File: src/rtl/lfse_addr_unit.sv
// ----------------------------------------------------------------------------
// lfse_addr_unit
// Shared address unit: maps a logical entry index onto the circular store.
// ----------------------------------------------------------------------------
module lfse_addr_unit #(
	parameter int CAPACITY = 256
) (
	input  logic [$clog2(CAPACITY)-1:0]   head,
	input  logic [$clog2(CAPACITY+1)-1:0] offset,
	output logic [$clog2(CAPACITY)-1:0]   phys
);

	localparam int AW = $clog2(CAPACITY);
	localparam int CW = $clog2(CAPACITY + 1);

	logic [CW:0] sum;
	logic [CW:0] wrapped;

	always_comb begin
		sum = (CW+1)'(head) + (CW+1)'(offset);
		if (sum >= (CW+1)'(CAPACITY)) begin
			wrapped = sum - (CW+1)'(CAPACITY);
		end else begin
			wrapped = sum;
		end
	end

	assign phys = wrapped[AW-1:0];

endmodule

File: config.mk
export PLATFORM = sky130hd
export DESIGN_NAME = lfse_addr_unit
export DESIGN_NICKNAME = d
export VERILOG_FILES = /design/src/rtl/lfse_addr_unit.sv
export SDC_FILE = /design/constraint.sdc
export NUM_CORES = 1
export LEC_CHECK = 0
export BUFFER_PORTS_ARGS = -buffer_cell sky130_fd_sc_hd__buf_2
export CAP_MARGIN = 25
export CORE_UTILIZATION = 25
export DETAILED_ROUTE_END_ITERATION = 16
export PLACE_DENSITY = 0.58
export SLEW_MARGIN = 5
export SYNTH_ARGS = -nofsm -noshare
export SYNTH_HDL_FRONTEND = slang
export SYNTH_SLANG_ARGS = --single-unit
File: constraint.sdc
create_clock -name vclk -period 2.23
set_input_delay 0.1115 -clock vclk [all_inputs]
set_output_delay 0.1115 -clock vclk [all_outputs]
set_load 0.005 [all_outputs]
# Word level (Yosys, flattened, before mapping)
# Index checks and enable logic that the tools add are counted.
# totals
word_cells,4
ff_bits,0
# classes
n_addsub,2
n_lt_le_gt_ge,1
muxes,1
# op_table
operator,count
adder 8 x 9 -> 10 bit,1
">= comparator 10 x 9 -> 1 bit, second input constant",1
2-to-1 mux 8 bit,1
"subtractor 8 x 1 -> 8 bit, second input constant",1

# Longest topological paths before layout
# Gate-level depths: netlist of run 1.
# depth
word_depth,3
depth_mapped,6

# Least setup slack after synthesis of run 1
# No wires, ideal clock.
# synth_timing
path_type,input port to output port
startpoint,in offset[0]
endpoint,out phys[6]
required_time_ns,2.118
path_slack_ns,0.913
cell_stages,6
arrival_time_ns,1.206
path_cell_list,ha_1 inv_1 fa_1 nor2b_4 o31a_1 o311ai_1
# synth_via
elab_chain_len,3
word_cells_on_any_way,4
cone_classes,add/sub (2); order compare (1); mux (1)
# synth_rtl
element,line_no,source
"start, declared",9,"input logic [$clog2(CAPACITY+1)-1:0] offset,"
adder 8 x 9 -> 10 bit *,20,sum = (CW+1)'(head) + (CW+1)'(offset);
subtractor 8 x 1 -> 8 bit / >= comparator 10 x 9 -> 1 bit (equally long branches),"22, 21",
2-to-1 mux 8 bit *,21,if (sum >= (CW+1)'(CAPACITY)) begin
"end, declared",10,output logic [$clog2(CAPACITY)-1:0] phys
# Mark *: on every way between the ends. The rest lies on a longest branch, timed or not.

# Worst setup path after layout of run 1
# Same ends and word-level chain as after synthesis.

==> flow_metrics.py, run 1 <==
metrics = {
    "run_status": {
        "outcome": "complete, no violations",
    },
    "setup_path": {
        "critPathMaxFanout": 3,
        "setup.worst_path.start": "offset[0]",
        "cp_common_cell": "sky130_fd_sc_hd__buf_2",
        "critical-path-max-stage-delay_ns": 0.25,
        "worstSetupEndpointType": "output port",
        "crit_path_end": "phys[6]",
        "worst-endpoint-required_ns": 2.12,
        "startpoint_to_endpoint_class_of_the_critical_path": "primary input to output port",
        "timing.critical_path.slowest_stage_cell": "sky130_fd_sc_hd__fa_1",
        "worst_path_arrival_time_ns": 1.48,
        "crit_path_cell_trace": "buf_2 -> ha_1 -> inv_1 -> fa_1 -> nor2b_4 -> o31a_1 -> o311ai_1 -> buf_2",
        "startpoint_type": "primary input",
    },
    "floorplanning": {
        "rows": 12,
        "core_sq_um": 1170,
        "die_width_um": 38.4,
        "number_of_i_o_pins": 25,
        "die_area_sq_um": 1480,
        "effective_utilization_at_floorplan_pct": 28.3,
        "die_height_um": 38.4,
    },
    "pwr": {
        "power.ir.vdd_worst_mv": 0.0792,
        "power_leakage_nw": 0.242,
        "power.density_cell_area_nw_per_um2": 268,
        "final_total_power_mw": 0.126,
    },
    "detailed_routing": {
        "drt-met1-wl_um": 382,
        "top_signal_layer_used": "met3",
        "final_antenna_net_count": 0,
        "first_iter_violations": 3,
        "route.met3.wl_um": 51,
        "detail_route.vias_per_cell": 4.73,
        "post_drt_wl_per_cell_um": 9.48,
        "drc": 0,
        "met2_length_um": 323,
        "firstDrtPassIters": 2,
        "totalWireLength_um": 758,
        "via_count": 378,
    },
    "placed_design": {
        "place.gp.congestion": 0.638,
        "post-place-ws_ns": 0.624,
        "placement.io_buffers": 24,
        "dpl_cell_area_sq_um": 469,
        "dp.final_hpwl_um": 662,
    },
    "final_layout": {
        "fin_area_sq_um": 469,
        "antenna-diode-count": 0,
        "multi_input_comb_area_sq_um": 313,
        "nFlopsAndLatches": 0,
        "num-nets-final": 93,
        "regArea_sq_um": 0,
        "nFillCells": 124,
        "clock_buffer_count": 0,
        "synthToLayoutAreaGrowth_pct": 41.5,
        "drive_above_1_share_pct": 37.9,
    },
    "synthesis": {
        "ranking_of_synthesized_cells_by_area": "sky130_fd_sc_hd__ha_1, sky130_fd_sc_hd__a21oi_1, sky130_fd_sc_hd__o211ai_1, sky130_fd_sc_hd__fa_1, sky130_fd_sc_hd__inv_1",
        "postSynthCellCount": 42,
        "synth-seq-area-share_pct": 0,
        "mappedNetlistArea_sq_um": 332,
        "syn-mean-instance-area_sq_um": 7.89,
        "yosysWarnings": 0,
        "netlist.area_leader.share_pct": 26.4,
        "synthDistinctLibCells": 23,
        "syn_nets": 67,
        "yosys.area.top_type": "sky130_fd_sc_hd__ha_1",
    },
    "sta": {
        "worst_pin_slew_ns": 0.329,
        "finalSetupViolCount": 0,
        "layout_min_cycle_time_ns": 1.59,
        "hold_violations": 0,
        "final.period_utilization_pct": 71.2,
        "unrepaired_setup_endpoints_after_global_routing": "false",
        "totalNegativeSetupSlack_ns": 0,
        "max-slew-margin-rel_pct": 77.9,
        "achievable-frequency_mhz": 630,
        "finalMaxSlewViolations": 0,
        "layout_setup_ws_ns": 0.642,
    },
    "clocking": {
        "cts_hold_buf": 0,
        "postCtsSetupBuffers": 0,
        "cts_repair_resize_count": 0,
    },
    "global_routing": {
        "gr-total-overflow": 0,
        "grt_max_degree": 7,
        "antenna_found_initial": 0,
        "groute.usage.overall_pct": 10.7,
        "wire_length_of_the_first_global_routing_pass_mm": 1.21,
        "number_of_global_route_vias_before_repair": 332,
    },
    "run": {
        "number_of_maximum_capacitance_constraint_violations": 0,
    },
    "hold_path": {
        "holdCritPathClass": "primary input to output port",
    },
}
[critical path: cells and delay by family]
| kind | cells | cell delay, ns |
|---|---|---|
| AND/OR/NAND/NOR | 1 | 0.06 |
| buffers and inverters | 3 | 0.33 |
| AO/OA/AOI/OAI | 2 | 0.50 |
| adder cells (fa/ha/maj) | 2 | 0.47 |
[Yosys cell counts]
library cell                n
sky130_fd_sc_hd__a211oi_1   1
sky130_fd_sc_hd__a21o_1     1
sky130_fd_sc_hd__a21oi_1    5
sky130_fd_sc_hd__a221oi_1   1
sky130_fd_sc_hd__fa_1       1
sky130_fd_sc_hd__ha_1       7
sky130_fd_sc_hd__inv_1      5
sky130_fd_sc_hd__nand2_1    1
sky130_fd_sc_hd__nand2b_1   1
sky130_fd_sc_hd__nor2_1     1
sky130_fd_sc_hd__nor2b_1    1
sky130_fd_sc_hd__nor2b_4    1
sky130_fd_sc_hd__nor3_1     1
sky130_fd_sc_hd__nor3b_1    1
sky130_fd_sc_hd__o211ai_1   3
sky130_fd_sc_hd__o21a_1     1
sky130_fd_sc_hd__o21ai_0    2
sky130_fd_sc_hd__o2bb2ai_1  1
sky130_fd_sc_hd__o311ai_0   1
sky130_fd_sc_hd__o311ai_1   1
sky130_fd_sc_hd__o31a_1     1
sky130_fd_sc_hd__xnor2_1    2
sky130_fd_sc_hd__xor2_1     2
[power by group]
group	switching, mW	internal, mW	total [mW]
clock network	0	0	0
logic	0.0596	0.0659	0.126
registers	0	0	0
[stage by stage]
stage	hold slack, ns	util, %	cells
floorplan	0.332	-	42
global placement	0.498	40.1	80
detailed placement	0.505	40.1	80
CTS	0.504	40.1	80
global route	0.520	40.1	80
finish	0.500	40.1	80
[metal layers]
layer	vias up	global-route usage [%]
met5	-	0
met4	0	0
met3	0	0.581
met2	14	19.9
met1	156	14.2
li1	208	-
[logic make-up (layout without fill, tap and decap cells)]
group | count (synthesis) | count (layout) | share of synthesized area, %
simple gates | 7 | 7 | 14.0
xor+xnor | 4 | 4 | 10.6
buf+inv | 5 | 29 | 5.66
compound gates | 18 | 18 | 37.4
fa+ha+maj | 8 | 8 | 32.5
[how the worst min path moves through the flow]
stage	startpoint	endpoint	slack, ns	depth (start not counted)
final	head[0]	phys[0]	0.50	3
after global routing	head[0]	phys[0]	0.52	3
after CTS	head[0]	phys[0]	0.50	3
after detailed placement	head[0]	phys[0]	0.50	3
after global placement	head[0]	phys[0]	0.50	3
after floorplan	head[0]	phys[0]	0.33	1
[cell type report]
type	instances	share of cell area, %
multi-input cells	37	66.7
repair buffers	24	25.6
inverters	5	4.00
well taps	14	3.73
[cell usage in the layout (no fill, tap or decap), drive strengths merged, types with 2 or more instances in the layout]
cell type,synthesis,routed
a21oi,5,5
buf,0,24
ha,7,7
inv,5,5
nor2b,2,2
o211ai,3,3
o21ai,2,2
o311ai,2,2
xnor2,2,2
xor2,2,2
(Power assumes the default switching activity.)
==> run 2: changes to the inputs <==
- clock period: 2.23 -> 1.6 ns (I/O delays scaled with it)
==> flow_metrics.py, run 2 (synthesis gave the netlist of run 1 again) <==
metrics = {
    "sta": {
        "totalNegativeSetupSlack_ns": 0,
        "final.period_utilization_pct": 95.3,
        "layout_min_cycle_time_ns": 1.52,
        "hold_violations": 0,
        "finalMaxSlewViolations": 0,
        "worst_pin_slew_ns": 0.350,
        "unrepaired_setup_endpoints_after_global_routing": "false",
        "finalSetupViolCount": 0,
        "max-slew-margin-rel_pct": 76.5,
        "achievable-frequency_mhz": 656,
    },
    "pwr": {
        "power.ir.vdd_worst_mv": 0.110,
        "power_leakage_nw": 0.242,
        "power.density_cell_area_nw_per_um2": 373,
    },
    "global_routing": {
        "number_of_global_route_vias_before_repair": 333,
        "grt_max_degree": 7,
        "gr-total-overflow": 0,
        "wire_length_of_the_first_global_routing_pass_mm": 1.24,
        "antenna_found_initial": 0,
        "groute.usage.overall_pct": 10.9,
    },
    "clocking": {
        "postCtsSetupBuffers": 0,
        "cts_hold_buf": 0,
        "cts_repair_resize_count": 0,
    },
    "run": {
        "number_of_maximum_capacitance_constraint_violations": 0,
    },
    "setup_path": {
        "worstSetupEndpointType": "output port",
        "startpoint_type": "primary input",
        "startpoint_to_endpoint_class_of_the_critical_path": "primary input to output port",
        "worst_path_arrival_time_ns": 1.44,
        "worst-endpoint-required_ns": 1.52,
        "critPathMaxFanout": 3,
    },
    "detailed_routing": {
        "final_antenna_net_count": 0,
        "firstDrtPassIters": 2,
        "first_iter_violations": 3,
        "via_count": 386,
        "post_drt_wl_per_cell_um": 9.19,
        "totalWireLength_um": 735,
        "drc": 0,
        "detail_route.vias_per_cell": 4.83,
    },
    "final_layout": {
        "num-nets-final": 93,
        "layout_common_cells": "sky130_fd_sc_hd__buf_2, sky130_fd_sc_hd__ha_1, sky130_fd_sc_hd__inv_1, sky130_fd_sc_hd__a21oi_1, sky130_fd_sc_hd__o211ai_1",
        "final_common_cell": "sky130_fd_sc_hd__buf_2",
        "drive_above_1_share_pct": 37.9,
        "finalCoreUtilization_pct": 40.1,
        "multi_input_comb_area_sq_um": 313,
        "clock_buffer_count": 0,
        "antenna-diode-count": 0,
        "nFlopsAndLatches": 0,
        "nFillCells": 134,
        "fin_area_sq_um": 469,
        "regArea_sq_um": 0,
        "post_layout_nonfiller_instances": 80,
        "synthToLayoutAreaGrowth_pct": 41.5,
    },
    "floorplanning": {
        "die_area_sq_um": 1480,
        "effective_utilization_at_floorplan_pct": 28.3,
        "rows": 12,
        "die_width_um": 38.4,
        "core_sq_um": 1170,
        "die_height_um": 38.4,
        "number_of_i_o_pins": 25,
    },
    "placed_design": {
        "placement.io_buffers": 24,
        "dp.final_hpwl_um": 658,
        "dp_cells": 80,
        "place.gp.congestion": 0.638,
        "dpl_cell_area_sq_um": 469,
    },
    "run_status": {
        "outcome": "complete, no violations",
    },
    "hold_path": {
        "holdCritPathClass": "primary input to output port",
    },
}
run 2: metal layers:
layer | track usage, % | part of all wire [%]
met5 | 0 | 0
met1 | 14.9 | 50
met4 | 0 | 0
met3 | 0 | 6.0
met2 | 20.3 | 44
run 2: area by class of cell:
class | count | area share, %
repair buffers | 24 | 25.6
inverters | 5 | 4.00
multi-input cells | 37 | 66.7
well taps | 14 | 3.73
run 2: final timing paths:
| check | depth (start not counted) | end | from |
|---|---|---|---|
| worst max-delay path | 8 | phys[6] | offset[0] |
| worst min-delay path | 3 | phys[0] | head[0] |
run 2: worst max-delay path, cell delays in order:
cell	delay, ns
sky130_fd_sc_hd__buf_2	0.10
sky130_fd_sc_hd__ha_1	0.22
sky130_fd_sc_hd__inv_1	0.08
sky130_fd_sc_hd__fa_1	0.25
sky130_fd_sc_hd__nor2b_4	0.06
sky130_fd_sc_hd__o31a_1	0.25
sky130_fd_sc_hd__o311ai_1	0.25
sky130_fd_sc_hd__buf_2	0.16
run 2: power by group:
part | switching (mW) | total, mW | internal (mW)
Combinational | 0.0832 | 0.175 | 0.0919
Sequential | 0 | 0 | 0
Clock | 0 | 0 | 0
Total | 0.0832 | 0.175 | 0.0919
run 2: through the flow:
| step | setup slack (ns) | hold WS, ns | total power [mW] |
|---|---|---|---|
| global route | 0.0109 | 0.461 | 0.202 |
| finish | 0.0756 | 0.437 | 0.175 |
| detailed placement | 0.0614 | 0.441 | 0.176 |
| global placement | 0.0483 | 0.435 | 0.175 |
| CTS | 0.0545 | 0.444 | 0.178 |
| floorplan | 0.346 | 0.269 | 0.110 |
==> run 3: changes to the inputs <==
- ABC_AREA: default -> 1
- PLACE_DENSITY: 0.58 -> 0.57
- REMOVE_ABC_BUFFERS: default -> 1
- clock period: 1.6 -> 1.45 ns (I/O delays scaled with it)
==> flow_metrics.py, run 3 <==
metrics = {
    "run_status": {
        "outcome": "complete, no violations",
    },
    "sta": {
        "hold_violations": 0,
        "finalMaxSlewViolations": 0,
        "finalSetupViolCount": 0,
        "unrepaired_setup_endpoints_after_global_routing": "false",
        "worst_pin_slew_ns": 0.172,
        "max-slew-margin-rel_pct": 88.5,
        "layout_min_cycle_time_ns": 1.31,
        "final.period_utilization_pct": 90.5,
        "totalNegativeSetupSlack_ns": 0,
        "achievable-frequency_mhz": 762,
    },
    "setup_path": {
        "critPathMaxFanout": 2,
        "startpoint_to_endpoint_class_of_the_critical_path": "primary input to output port",
        "worst_path_arrival_time_ns": 1.24,
        "worst-endpoint-required_ns": 1.38,
        "critical-path-max-stage-delay_ns": 0.34,
        "timing.critical_path.slowest_stage_cell": "sky130_fd_sc_hd__fa_2",
        "critical_path.top_delay_family": "adder cells",
        "startpoint_type": "primary input",
        "cp_common_cell": "sky130_fd_sc_hd__nand2_1",
        "worstSetupEndpointType": "output port",
        "crit_path_cell_trace": "buf_2 -> ha_1 -> inv_1 -> fa_2 -> inv_1 -> nand2_1 -> nand2_1 -> nand3_1 -> nand2_1 -> nand2_1 -> nand2_1 -> buf_2",
        "critPathBufInv": 4,
    },
    "detailed_routing": {
        "totalWireLength_um": 674,
        "first_iter_violations": 5,
        "post_drt_wl_per_cell_um": 6.81,
        "final_antenna_net_count": 0,
        "via_count": 418,
        "firstDrtPassIters": 4,
        "detail_route.vias_per_cell": 4.22,
        "drc": 0,
    },
    "pwr": {
        "power.switching_fraction_pct": 48.5,
        "power.ir.vdd_worst_mv": 0.180,
        "seq_power_share_pct": 0,
        "comb_power_share_pct": 100.0,
        "power_leakage_nw": 0.323,
        "internal-power_mw": 0.101,
        "power.density_cell_area_nw_per_um2": 391,
        "power.clock.fraction_pct": 0,
        "net_switching_power_of_the_design_mw": 0.0954,
    },
    "floorplanning": {
        "rows": 13,
        "die_area_sq_um": 1600,
        "number_of_i_o_pins": 25,
        "die_width_um": 40.0,
        "effective_utilization_at_floorplan_pct": 27.4,
        "die_height_um": 40.0,
        "core_sq_um": 1320,
    },
    "synthesis": {
        "mappedNetlistArea_sq_um": 362,
        "synth_top_cells_by_count": "sky130_fd_sc_hd__nand2_1, sky130_fd_sc_hd__inv_1, sky130_fd_sc_hd__ha_1, sky130_fd_sc_hd__nand3_1",
        "yosys.cell_count.top_type": "sky130_fd_sc_hd__nand2_1",
        "postSynthCellCount": 60,
        "yosys.area.top_type": "sky130_fd_sc_hd__ha_1",
        "synthDistinctLibCells": 13,
        "synth-seq-area-share_pct": 0,
        "syn-mean-instance-area_sq_um": 6.03,
        "ranking_of_synthesized_cells_by_area": "sky130_fd_sc_hd__ha_1, sky130_fd_sc_hd__nand2_1, sky130_fd_sc_hd__inv_1, sky130_fd_sc_hd__xnor2_4, sky130_fd_sc_hd__xnor2_1",
        "yosysWarnings": 0,
        "netlist.area_leader.share_pct": 24.2,
    },
    "final_layout": {
        "finalCoreUtilization_pct": 38.2,
        "synthToLayoutAreaGrowth_pct": 39.1,
        "nFillCells": 156,
        "nFlopsAndLatches": 0,
        "clock_buffer_count": 0,
        "num-nets-final": 111,
        "antenna-diode-count": 0,
        "drive_above_1_share_pct": 32.1,
        "layout_common_cells": "sky130_fd_sc_hd__buf_2, sky130_fd_sc_hd__nand2_1, sky130_fd_sc_hd__inv_1",
        "final_common_cell": "sky130_fd_sc_hd__buf_2",
        "regArea_sq_um": 0,
    },
    "global_routing": {
        "number_of_global_route_vias_before_repair": 297,
        "gr-total-overflow": 0,
        "groute.usage.overall_pct": 9.52,
        "grt_max_degree": 6,
        "wire_length_of_the_first_global_routing_pass_mm": 1.12,
        "antenna_found_initial": 0,
    },
    "placed_design": {
        "place.gp.congestion": 0.764,
        "dp.final_hpwl_um": 617,
        "placement.io_buffers": 24,
    },
    "clocking": {
        "cts_hold_buf": 0,
        "cts_repair_resize_count": 0,
        "postCtsSetupBuffers": 0,
    },
    "run": {
        "number_of_maximum_capacitance_constraint_violations": 0,
    },
    "hold_path": {
        "holdCritPathClass": "primary input to output port",
    },
}
## run 3: cell count changes after synthesis, sizes merged, moves of 3 or more
cell	previous run	this run
nand2	1	22
inv	5	12
o211ai	3	0
a21oi	5	2
nand3	0	5
## run 3: routing by layer
layer | share of wire [%] | global-route usage (%) | vias up
met5 | 0 | 0 | -
met4 | 0 | 0 | 0
met3 | 7.1 | 0 | 0
met2 | 45 | 17.3 | 13
met1 | 48 | 13.2 | 172
li1 | - | - | 233
## run 3: cell families (layout without fill, tap and decap cells)
| kind of cell | Yosys count | count (layout) | synth area share (%) |
|---|---|---|---|
| XOR/XNOR | 4 | 4 | 14.9 |
| buffers and inverters | 13 | 37 | 13.5 |
| AO/OA/AOI/OAI | 2 | 2 | 2.77 |
| AND/OR/NAND/NOR | 33 | 33 | 39.1 |
| adder cells (fa/ha/maj) | 8 | 8 | 29.8 |
## run 3: worst paths after layout
path | cells after the start | start | slack [ns] | endpoint
worst min-delay path | 3 | head[0] | 0.42 | phys[0]
worst max-delay path | 12 | offset[0] | 0.14 | phys[6]
## run 3: layout make-up
class                      count  area (sq um)  area share, %
inverter                      13          48.8           9.70
multi-input combinational     47           315           62.7
tap                           15          18.8           3.73
timing repair buffer          24           120           23.9
## run 3: per-stage QoR
stage	cells	hold WS (ns)	area (sq um)	setup WS, ns	total power, mW
2_1_floorplan	60	0.254	362	0.341	0.124
3_3_place_gp	99	0.418	500	0.0930	0.195
3_5_place_dp	99	0.419	500	0.0854	0.199
4_1_cts	99	0.422	500	0.0833	0.200
5_1_grt	99	0.462	503	0.0192	0.226
6_report	99	0.418	503	0.137	0.197
## run 3: tightest hold or removal path, stage by stage
cell,delay (ns)
sky130_fd_sc_hd__buf_2,0.08
sky130_fd_sc_hd__ha_1,0.10
sky130_fd_sc_hd__buf_2,0.10
## run 3: power by group through the flow
| stage | sequential [mW] | clock, mW | combinational [mW] |
|---|---|---|---|
| after CTS | 0 | 0 | 0.200 |
| final | 0 | 0 | 0.197 |
| after global routing | 0 | 0 | 0.226 |
| after floorplan | 0 | 0 | 0.124 |
| after detailed placement | 0 | 0 | 0.199 |
| after global placement | 0 | 0 | 0.195 |
